==> src/hw/rtl/slre_mod.sv <==
`timescale 1ns / 1ps
// ----------------------------------------------------------------------------
// slre_mod
// Restoring remainder unit, one dividend bit per cycle.
// ----------------------------------------------------------------------------
module slre_mod #(
    parameter int DW = 37
) (
    input  logic          clk,
    input  logic          rst_n,
    input  logic          start,
    input  logic [DW-1:0] dividend,
    input  logic [16:0]   divisor,
    output logic          done,
    output logic [16:0]   remainder
);
    localparam int CW = $clog2(DW + 1);

    logic [DW-1:0] dvd_reg;
    logic [16:0]   rem_reg;
    logic [CW-1:0] cnt_reg;
    logic          busy_reg;
    logic          done_reg;
    logic [17:0]   trial;

    // shift in the next bit and subtract when it fits
    always_comb
    begin
        trial = {rem_reg, dvd_reg[DW-1]};
        if (trial >= {1'b0, divisor})
            trial = trial - {1'b0, divisor};
    end

    // control
    always_ff @(posedge clk or negedge rst_n)
    begin
        if (!rst_n)
        begin
            busy_reg <= 1'b0;
            done_reg <= 1'b0;
            cnt_reg  <= '0;
        end
        else
        begin
            done_reg <= busy_reg && (cnt_reg == CW'(1));
            if (start)
            begin
                busy_reg <= 1'b1;
                cnt_reg  <= CW'(DW);
            end
            else if (busy_reg)
            begin
                cnt_reg <= cnt_reg - CW'(1);
                if (cnt_reg == CW'(1))
                    busy_reg <= 1'b0;
            end
        end
    end

    // datapath
    always_ff @(posedge clk)
    begin
        if (start)
        begin
            dvd_reg <= dividend;
            rem_reg <= '0;
        end
        else if (busy_reg)
        begin
            dvd_reg <= dvd_reg << 1;
            rem_reg <= trial[16:0];
        end
    end

    assign done      = done_reg;
    assign remainder = rem_reg;
endmodule

==> config.mk <==
export PLATFORM = sky130hd
export DESIGN_NAME = slre_mod
export DESIGN_NICKNAME = d
export VERILOG_FILES = /design/src/hw/rtl/slre_mod.sv
export SDC_FILE = /design/constraint.sdc
export NUM_CORES = 1
export LEC_CHECK = 0
export ABC_AREA = 1
export BUFFER_PORTS_ARGS = -buffer_cell sky130_fd_sc_hd__buf_4
export CELL_PAD_IN_SITES_DETAIL_PLACEMENT = 0
export CELL_PAD_IN_SITES_GLOBAL_PLACEMENT = 2
export CORE_MARGIN = 4
export CORE_UTILIZATION = 33
export CTS_CLUSTER_DIAMETER = 200
export DETAILED_ROUTE_END_ITERATION = 10
export PLACE_DENSITY_LB_ADDON = 0.1
export SLEW_MARGIN = 20
export SYNTH_ARGS = -nofsm -noshare
export SYNTH_HDL_FRONTEND = slang
export SYNTH_SLANG_ARGS = --single-unit
==> constraint.sdc <==
create_clock -name clk -period 5.6 [get_ports clk]
set_input_delay 1.12 -clock clk [delete_from_list [all_inputs] [get_ports clk]]
set_output_delay 1.12 -clock clk [all_outputs]
set_load 0.005 [all_outputs]
# ---- Word level (Yosys, flattened, before mapping)
# Cells that the tools add are included.
dict set report word_totals {
  out_inout_bits 18
  in_bits 57
  wordCells 19
  register_bits 62
}
dict set report classes {
  n_eq_ne 1
  magnitude_cmp 1
  n_mux 8
  n_addsub 2
  reduce_logical 2
}
# cell count
set ops {}
lappend ops {{two-way mux 37 bit} 2}
lappend ops {{greater-or-equal comparator 18 x 17 -> 1 bit} 1}
lappend ops {{two-way mux 17 bit} 1}
lappend ops {{subtractor 17 bit} 1}
lappend ops {{two-way mux 6 bit} 2}
lappend ops {{equality test 6 x 1 -> 1 bit (second input constant)} 1}
lappend ops {{subtractor 6 x 1 -> 6 bit (second input constant)} 1}
lappend ops {{two-way mux 1 bit} 3}
lappend ops {{nonzero test 2 bit} 1}
lappend ops {{logical AND 1 bit} 1}

# ---- Depth between registers and ports, before layout
dict set report depth {
  word_depth 4
  mapped_depth 14
}

# ---- Worst setup path after synthesis
# Ideal clock, no wire load.
dict set report synth_timing {
  path_type {input to register}
  start {input start}
  end {register dvd_reg[0], enable pin}
  path_buffers 1
  setup_slack_ns 2.994
  arrival_time_ns 2.211
  path_stages 3
  path_cell_list {clkbuf_1 > nor2_1 > inv_1}
}
dict set report synth_between {
  elab_chain_len 1
}
# item line
set synth_rtl {}
lappend synth_rtl {{start, declared} 11} ;# input logic start,
lappend synth_rtl {{nonzero test 2 bit (no source line)} --}
lappend synth_rtl {{end signal, assigned} 65} ;# dvd_reg <= dividend;
lappend synth_rtl {{end signal, assigned} 70} ;# dvd_reg <= dvd_reg << 1;
lappend synth_rtl {{end, declared} 19} ;# logic [DW-1:0] dvd_reg;
# Every way passes these cells.
# A chain may end at the register's enable or synchronous reset.

# ---- Worst setup path in the final report
dict set report layout_timing {
  start {input divisor[15]}
  end {register rem_reg[3] (netlist: remainder[3])}
}
dict set report layout_between {
  elab_chain_len 2
}
# item line
set layout_rtl {}
lappend layout_rtl {{start, declared} 13} ;# input logic [16:0] divisor,
lappend layout_rtl {{greater-or-equal comparator 18 x 17 -> 1 bit} 30} ;# if (trial >= {1'b0, divisor})
lappend layout_rtl {{two-way mux 17 bit} 30}
lappend layout_rtl {{end signal, assigned} 71} ;# rem_reg <= trial[16:0];
lappend layout_rtl {{end, declared} 20} ;# logic [16:0] rem_reg;
# Every way passes these cells.

==> flow_summary.ini <==
[die]
row_count = 39
pin_count = 75
core_area_um2 = 11600
die_width_um = 117
fp.dieArea_um2 = 13800
die_h_um = 117
initial_core_util_pct = 34.2

[finish]
drive_above_1_share_pct = 17.7
area_growth_pct = 24.8
final_nets = 698
diodes = 0
largest_reg_flops = 37

[global_route]
grt_overflow = 0
grt_pass1_wl_mm = 16.6
grt_pass1_vias = 3475
antenna_found_initial = 0
grt_max_degree = 44
grt.total_usage_pct = 14.6

[worst_setup_path]
r2r_setup_slack_ns = 3.40
cp-end-kind = flop
critPathMaxFanout = 18
path_class = in2reg
crit_required_ns = 5.85
cp-start-kind = primary input
worstPathArrival_ns = 3.01

[synthesis]
async_flop_share_pct = 12.9
ys_seq_area_share_pct = 41.8
yosys_warnings = 0
syn_area_per_cell_um2 = 7.18
synth-seq-cells = 62
synth_edf_count = 37
synth_area_leaders = edfxtp_1 28%, nand2_1 23%, dfxtp_1 8.6%
synthDistinctLibCells = 30
synthFlopType = edfxtp_1
syn_area_um2 = 3950
yosys.area.top_type = edfxtp_1
syn_inst = 550
synth.top_cell.area_share_pct = 28.1
syn-num-nets = 627

[timing]
tightestPinTransition_ns = 0.928
min_period_ns = 2.76
finalHoldViolations = 0
rsz0062_at_grt = false
worst_hold_slack_ns = 0.486
slew_violations = 0
final.period_utilization_pct = 49.3
slew_headroom_pct = 37.9
fin_worst_skew_ns = 0.00840
max_freq_mhz = 362
setup_tns_ns = 0
setup_viol = 0

[route]
wl_per_cell_um = 12.7
vias = 3429
avgViaCountPerCell = 4.46
routed_wl_mm = 9.73
drtIter0Drc = 144
ant_nets = 0
first_pass_iters = 4
route.detailed.drc = 0

[clock_tree]
clkLatencyLatePin_ns = 0.33
clk_pin_slew_worst_paths_ns = 0.06
post-cts-setup-buffers = 0
cts_tree = built
cts_resized = 0
cts_inserted_buffers = 9
h-tree-depth = 3
cts.path.max_buffers = 2
root_buffer = clkbuf_16
cts_num_sinks = 62
holdBufCountCts = 0

[power_and_ir_drop]
p_int_mw = 1.33
p_leak_nw = 2.69
cellPowerDensity_nw_per_um2 = 440
p_clk_share_pct = 26.9
combPwrFrac_pct = 43.2
ir_drop_mv = 0.150
switching_power_mw = 0.836
p_total_mw = 2.17
seqPwrFrac_pct = 29.8
netSwitchingFraction_pct = 38.5

[placement]
io_buffers = 74
dpl.hpwl_mm = 7.34
gp_congestion = 0.776

[flow_run]
drv_cap = 0

[run_status]
status = finished clean

[hold_path]
hp-class = reg2reg
[path summary, 6_finish.rpt]
path	cells after the start	to	startpoint
max in group asynchronous	1	cnt_reg[5]	rst_n
min in group asynchronous	1	done	rst_n
min	2	remainder[16]	remainder[16]
max	12	remainder[3]	divisor[15]
max reg2reg	10	remainder[3]	remainder[14]
min reg2reg	2	remainder[16]	remainder[16]
[Yosys cell counts, drive strengths merged, types with 6 or more instances]
cell type and count:
nand2 247, inv 85, nand3 45, edfxtp 37
nor2 27, ha 19, dfxtp 17, a21oi 13
o21ai 11, clkbuf 10, dfrtp 8, nand3b 8
nor3 6, xnor2 6
[cells by family after synthesis]
group | Yosys count | share of synthesized area [%]
DFF | 62 | 41.8
adders and majority gates | 20 | 6.53
xor gates and xnor gates | 7 | 1.55
buffers and inverters | 100 | 10.1
and+or+nand+nor | 336 | 36.8
AOI/OAI and AO/OA | 25 | 3.20
[power groups by stage]
stage                     Combinational (mW)  Sequential [mW]  Clock (mW)
after floorplan                        0.691            0.634           0
after global placement                 0.956            0.658           0
after detailed placement               0.947            0.658           0
after CTS                              0.953            0.651       0.601
after global routing                    1.09            0.662       0.622
final                                  0.938            0.648       0.585
[cell usage in the layout (no fill, tap or decap), types with 6 or more instances in the layout]
master       n
xnor2_1      6
dfrtp_1      8
edfxtp_1    37
clkbuf_16    9
nand3_2      8
dfxtp_1     17
ha_1        19
nand3b_1     8
o21ai_0     10
buf_4       75
nand3_1     37
inv_1       81
nand2_1    241
a21oi_1     13
nor2_1      24
[critical path, cell delays in order]
cell     delay, ns
buf_4         0.08
inv_1         0.03
ha_1          0.34
a21oi_1       0.22
nor2_1        0.06
nor2_1        0.12
nand2_1       0.10
nor2_4        0.38
nand2_4       0.25
nand2_1       0.12
nand3_1       0.07
o21ai_0       0.11
[per-stage QoR]
step,area [um2],instances,utilization [%],setup WS (ns)
5_1_grt,4930,769,42.6,2.64
2_1_floorplan,3950,550,-,2.99
6_report,4930,769,42.6,2.84
4_1_cts,4930,769,42.6,2.83
3_3_place_gp,4610,753,39.9,2.49
3_5_place_dp,4610,753,39.9,2.49
[area by class of cell]
class                      instances  area [um2]
clock buffer                       9         225
clock inverter                     7        88.8
fill                            1223        6640
inverter                          85         319
multi-input combinational        388        1900
sequential                        62        1650
tap                              143         179
timing repair buffer              75         563
[layer usage]
metal	GRT usage (%)	wire [um]	vias up
met5	0	0	-
met1	19.5	4770	1481
met2	23.0	4250	77
met4	6.82	254	0
li1	-	-	1853
met3	2.84	451	18
Note: power is estimated with default switching activity, not from simulation.
