===== src/hw/rtl/slre_pkg.sv =====
`timescale 1ns / 1ps
// ----------------------------------------------------------------------------
// slre_pkg
// Shared types, register codes and fixed-point helpers of the regression engine.
// ----------------------------------------------------------------------------
package slre_pkg;

    // wide working width for sums and products before saturation
    localparam int WIDE = 80;

    localparam int CFG_INDEX_BITS = 3;
    localparam int CFG_DATA_BITS  = 31;

    // register indexes
    localparam logic [CFG_INDEX_BITS-1:0] CFG_LEARNING_RATE  = 3'd0;
    localparam logic [CFG_INDEX_BITS-1:0] CFG_FEATURE_COUNT  = 3'd1;
    localparam logic [CFG_INDEX_BITS-1:0] CFG_ROW_COUNT      = 3'd2;
    localparam logic [CFG_INDEX_BITS-1:0] CFG_SHUFFLE_MULT   = 3'd3;
    localparam logic [CFG_INDEX_BITS-1:0] CFG_SPLIT_SEED     = 3'd4;
    localparam logic [CFG_INDEX_BITS-1:0] CFG_TRAIN_PERCENT  = 3'd5;
    localparam logic [CFG_INDEX_BITS-1:0] CFG_EPOCH_LIMIT    = 3'd6;

    // register reset values
    localparam logic [30:0] RST_LEARNING_RATE = 31'd167772;
    localparam logic [3:0]  RST_FEATURE_COUNT = 4'd7;
    localparam logic [16:0] RST_ROW_COUNT     = 17'd65536;
    localparam logic [19:0] RST_SHUFFLE_MULT  = 20'd55;
    localparam logic [15:0] RST_SPLIT_SEED    = 16'd0;
    localparam logic [6:0]  RST_TRAIN_PERCENT = 7'd80;
    localparam logic [15:0] RST_EPOCH_LIMIT   = 16'd100;

    localparam logic [15:0] EPOCH_MAX = 16'hFFFF;

    // action codes
    localparam logic [1:0] ACT_TRAIN   = 2'd0;
    localparam logic [1:0] ACT_PREDICT = 2'd1;
    localparam logic [1:0] ACT_CLEAR   = 2'd2;

    localparam logic signed [WIDE-1:0] W_MAX  = 80'sh7FFF_FFFF;
    localparam logic signed [WIDE-1:0] W_MIN  = -W_MAX - 80'sd1;
    localparam logic signed [WIDE-1:0] W_HALF = 80'sh80_0000;

    // per-cell control
    typedef struct packed {
        logic clear;
        logic shift;
    } cell_ctrl_t;

    // saturate a wide signed value to 32 bits
    function automatic logic signed [31:0] sat32(input logic signed [WIDE-1:0] v);
        logic signed [31:0] r;
        if (v > W_MAX)
            r = 32'sh7FFF_FFFF;
        else if (v < W_MIN)
            r = 32'sh8000_0000;
        else
            r = v[31:0];
        return r;
    endfunction

    // drop 24 fraction bits, rounding half up
    function automatic logic signed [WIDE-1:0] round24(input logic signed [WIDE-1:0] v);
        logic signed [WIDE-1:0] r;
        r = (v + W_HALF) >>> 24;
        return r;
    endfunction

endpackage


===== src/hw/rtl/slre_cell.sv =====
`timescale 1ns / 1ps
// ----------------------------------------------------------------------------
// slre_cell
// One ring cell: holds a weight and its buffered feature, passes both on.
// ----------------------------------------------------------------------------
module slre_cell (
    input  logic                 clk,
    input  logic                 rst_n,
    input  slre_pkg::cell_ctrl_t ctrl,
    input  logic                 load,
    input  logic signed [31:0]   load_x,
    input  logic signed [31:0]   w_nb,
    input  logic signed [31:0]   x_nb,
    output logic signed [31:0]   w,
    output logic signed [31:0]   x
);
    logic signed [31:0] w_reg;
    logic signed [31:0] x_reg;

    // weight: cleared by reset and clear, rotates with the ring
    always_ff @(posedge clk or negedge rst_n)
    begin
        if (!rst_n)
            w_reg <= '0;
        else if (ctrl.clear)
            w_reg <= '0;
        else if (ctrl.shift)
            w_reg <= w_nb;
    end

    // feature: written by its own element, rotates with the ring
    always_ff @(posedge clk)
    begin
        if (ctrl.shift)
            x_reg <= x_nb;
        else if (load)
            x_reg <= load_x;
    end

    assign w = w_reg;
    assign x = x_reg;
endmodule


===== config.mk =====
export PLATFORM = sky130hd
export DESIGN_NAME = slre_cell
export DESIGN_NICKNAME = d
export VERILOG_FILES = /design/src/hw/rtl/slre_pkg.sv /design/src/hw/rtl/slre_cell.sv
export SDC_FILE = /design/constraint.sdc
export NUM_CORES = 1
export LEC_CHECK = 0
export CORE_AREA = 2 2 71 73
export DETAILED_ROUTE_END_ITERATION = 8
export DIE_AREA = 0 0 73 75
export DONT_BUFFER_PORTS = 1
export GPL_TIMING_DRIVEN = 0
export PLACE_DENSITY = 0.78
export SETUP_SLACK_MARGIN = 0.02
export SYNTH_ARGS = -nofsm -noshare
export SYNTH_HDL_FRONTEND = slang
export SYNTH_SLANG_ARGS = --single-unit

===== constraint.sdc =====
create_clock -name clk -period 0.8 [get_ports clk]
set_input_delay 0.08 -clock clk [delete_from_list [all_inputs] [get_ports clk]]
set_output_delay 0.08 -clock clk [all_outputs]
set_load 0.02 [all_outputs]

After elaboration in Yosys (flattened, before gate mapping). Index checks and enable logic that the tools add are counted.

Logic and storage cells: 8. Input bits: 101. Bits in registers: 64.

Reduce and logical (&&, ||, !) cells: 2. Muxes and demuxes: 4.

Operators by type and width (number): 32-bit 2-to-1 mux (4); 2-bit nonzero test (2).

Logic depth before layout (Yosys ltp).
Word-level depth: 2. Mapped depth: 4.

Least setup slack after synthesis. OpenSTA, ideal clock, no wires.

Kind: input to register. Start point: input port ctrl[0] (netlist bit). End point: register x_reg[0] (netlist: x[0]), enable pin. Setup slack: -0.724 ns. Path buffers: 2. Data arrival time: 1.133 ns. Library setup time: 0.390 ns. Cell stages on the path: 3. Data required time: 0.410 ns. Cells stage by stage: buf_6 -> buf_6 -> or2_1.

Cells in the longest elaborated chain, start to end: 1.

RTL lines: start, declared (line slre_cell.sv:9) `input slre_pkg::cell_ctrl_t ctrl,`; 2-bit nonzero test (no source line); end signal, assigned (line slre_cell.sv:35) `x_reg <= x_nb;`; end signal, assigned (line slre_cell.sv:37) `x_reg <= load_x;`; end, declared (line slre_cell.sv:18) `logic signed [31:0] x_reg;`.

No other way between the ends. A chain may end at the register's enable or synchronous reset.

Worst setup path in the final report.
Start point: register x_reg[11] (netlist: x[11]). End point: output port x[11].

RTL lines: end, declared (line slre_cell.sv:15) `output logic signed [31:0] x`.

No word-level cell between the ends.

==> run metrics <==
area delta synth->final 29.0%; die height 75 µm; RSZ-0062 raised after global routing true; Synth warnings 0; Clock Sinks 64; Hold Crit Class in2async; # Post-CTS Setup Buffers 0; top fanout value on the critical path 1; Max Cap Viol 0; ANT cells 0; via count 1665; failing checks hold timing, setup timing; syn nets 272; initial antenna violation count 0; global-route wire length before repair 8760 µm; drt first pass iters 4; Lkg Pwr 1.55 nW; Die X-Extent 73 µm; most frequent cells in the layout dlygate4sd3_1 (34), nor2_1 (32), dfrtp_2 (32), edfxtp_1 (32), mux2i_1 (30); Total Nets Final 325; status finished, violations left; core area 0.00466 mm²; HPWL Detailed 4180 µm; Syn Inst Count 171; DP Cell Count 225; CTS H-tree lvls 3; Non-Filler Instances 283; DR WL/cell 22.9 µm; Setup CP Type reg2out; power per standard cell area 2260 mW/mm²; Fin Setup TNS -5.44 ns; mapped cell area 0.00272 mm²; CTS root buf clkbuf_8; fin area 0.00350 mm²; worst ir drop on vdd 1.55 mV; fin crit share 114%; Final Hold Fails 61; Slew Limit Fails 0; Synth Area per Inst 15.9 µm²; sequential area share after synthesis 64.9%; WP data arrival 0.83 ns; aggregate routed wire length 6490 µm; largest net degree at the start of global routing 33; ratio of cells with drive above 1 in the final layout 38.0%; cts bufs inserted 9; Final Worst Setup Slack -0.115 ns; Initial Utilization 58.3%; endpoints failing setup 81; FF+latch count, synth 64; I/O pins 165; CTS clock-pin slew for the worst setup and hold paths 0.07 ns; CTS tree yes; hold slack -0.567 ns; Iteration-0 DRC Markers 104; number of cell rows 25; Setup crit end kind output port; most common cell after layout, fill and taps aside dlygate4sd3_1; crit start category register; gr ovfl total 0; Longest Clk Path Bufs 2; number of global-route vias before repair 1745; Via density 5.88; die footprint 0.00548 mm²; final antenna-violating net count 0; RePlAce Congestion 0.763; Tmin final 0.915 ns; critical path required time 0.72 ns; port bufs 0; placed cell areas 0.00281 mm²; Layout Skew 0 ns; achievable clock frequency 1090 MHz; worst skew pair latency 0.33 ns; Slew @ Worst Pin 0.409 ns; Synth cell types 10; fillers 271; global-route usage over all layers 22.7%; # DRC 0; Rel. slew slack 72.7%
cell families (layout without fill, tap and decap cells):
family | Yosys count | in the layout | synth area share [%]
and+or+nand+nor | 33 | 34 | 4.65
DFF | 64 | 64 | 64.9
buffers and inverters | 10 | 67 | 3.09
muxes | 64 | 64 | 27.4
where the power goes:
group | leakage, nW | total [mW] | switching, mW | internal [mW]
clock network | 0.102 | 2.90 | 1.16 | 1.74
registers | 0.704 | 4.30 | 0.494 | 3.80
logic | 0.744 | 0.731 | 0.281 | 0.450
area by class of cell:
| cell class | instances | area (µm²) | share of cell area (%) |
|---|---|---|---|
| buffer | 10 | 103 | 2.93 |
| sequential | 64 | 1800 | 51.4 |
| multi-input combinational | 98 | 901 | 25.7 |
| clock inverter | 4 | 68.8 | 1.96 |
| tap | 54 | 67.6 | 1.93 |
| timing repair buffer | 41 | 428 | 12.2 |
| clock buffer | 12 | 135 | 3.86 |
final timing paths:
check | from | endpoint | slack (ns) | cells after the start
max | x[11]$_DFFE_PP_ | x[11] | -0.11 | 0
min | rst_n | w[18]$_DFFE_PN0P_ | -0.57 | 0
max reg2reg | w[11]$_DFFE_PN0P_ | w[11]$_DFFE_PN0P_ | -0.06 | 2
min reg2reg | w[6]$_DFFE_PN0P_ | w[6]$_DFFE_PN0P_ | 0.62 | 2
max in group asynchronous | rst_n | w[1]$_DFFE_PN0P_ | 1.27 | 0
min in group clk | load_x[27] | x[27]$_DFFE_PP_ | -0.03 | 1
through the flow:
stage | setup slack, ns | hold WS, ns | utilization (%) | power (mW)
5_1_grt | -0.133 | -0.584 | 75.2 | 8.16
3_5_place_dp | -0.323 | -0.215 | 60.2 | 4.87
3_3_place_gp | -0.301 | -0.215 | 60.2 | 4.83
6_report | -0.115 | -0.567 | 75.2 | 7.93
4_1_cts | -0.126 | -0.576 | 74.0 | 7.89
2_1_floorplan | -0.195 | -0.216 | - | 4.74
synthesized netlist by cell type:
library cell,count,area share (%)
buf_2,1,0.18
buf_6,6,2.5
clkbuf_1,3,0.41
dfrtp_1,32,29
edfxtp_1,32,35
mux2_2,15,6.2
mux2_4,17,9.4
mux2i_1,32,12
nor2_1,32,4.4
or2_1,1,0.23
routing by layer:
metal  part of all wire (%)  GRT usage [%]  up-vias  wire length, µm
met1                     32           21.7      806             2100
met2                     55           41.3      123             3560
li1                       -              -      716                -
met5                      0              0        -                0
met3                    9.9           8.43       20              640
met4                    2.9           13.8        0              191
repair_timing:
item	in CTS	in global routing
pin swaps	0	4
resized for setup	32	13
gates cloned	0	1
endpoints found under the hold margin	96	61
setup endpoints to repair	96	132
hold buffers	40	1
Note: power is estimated with default switching activity, not from simulation.
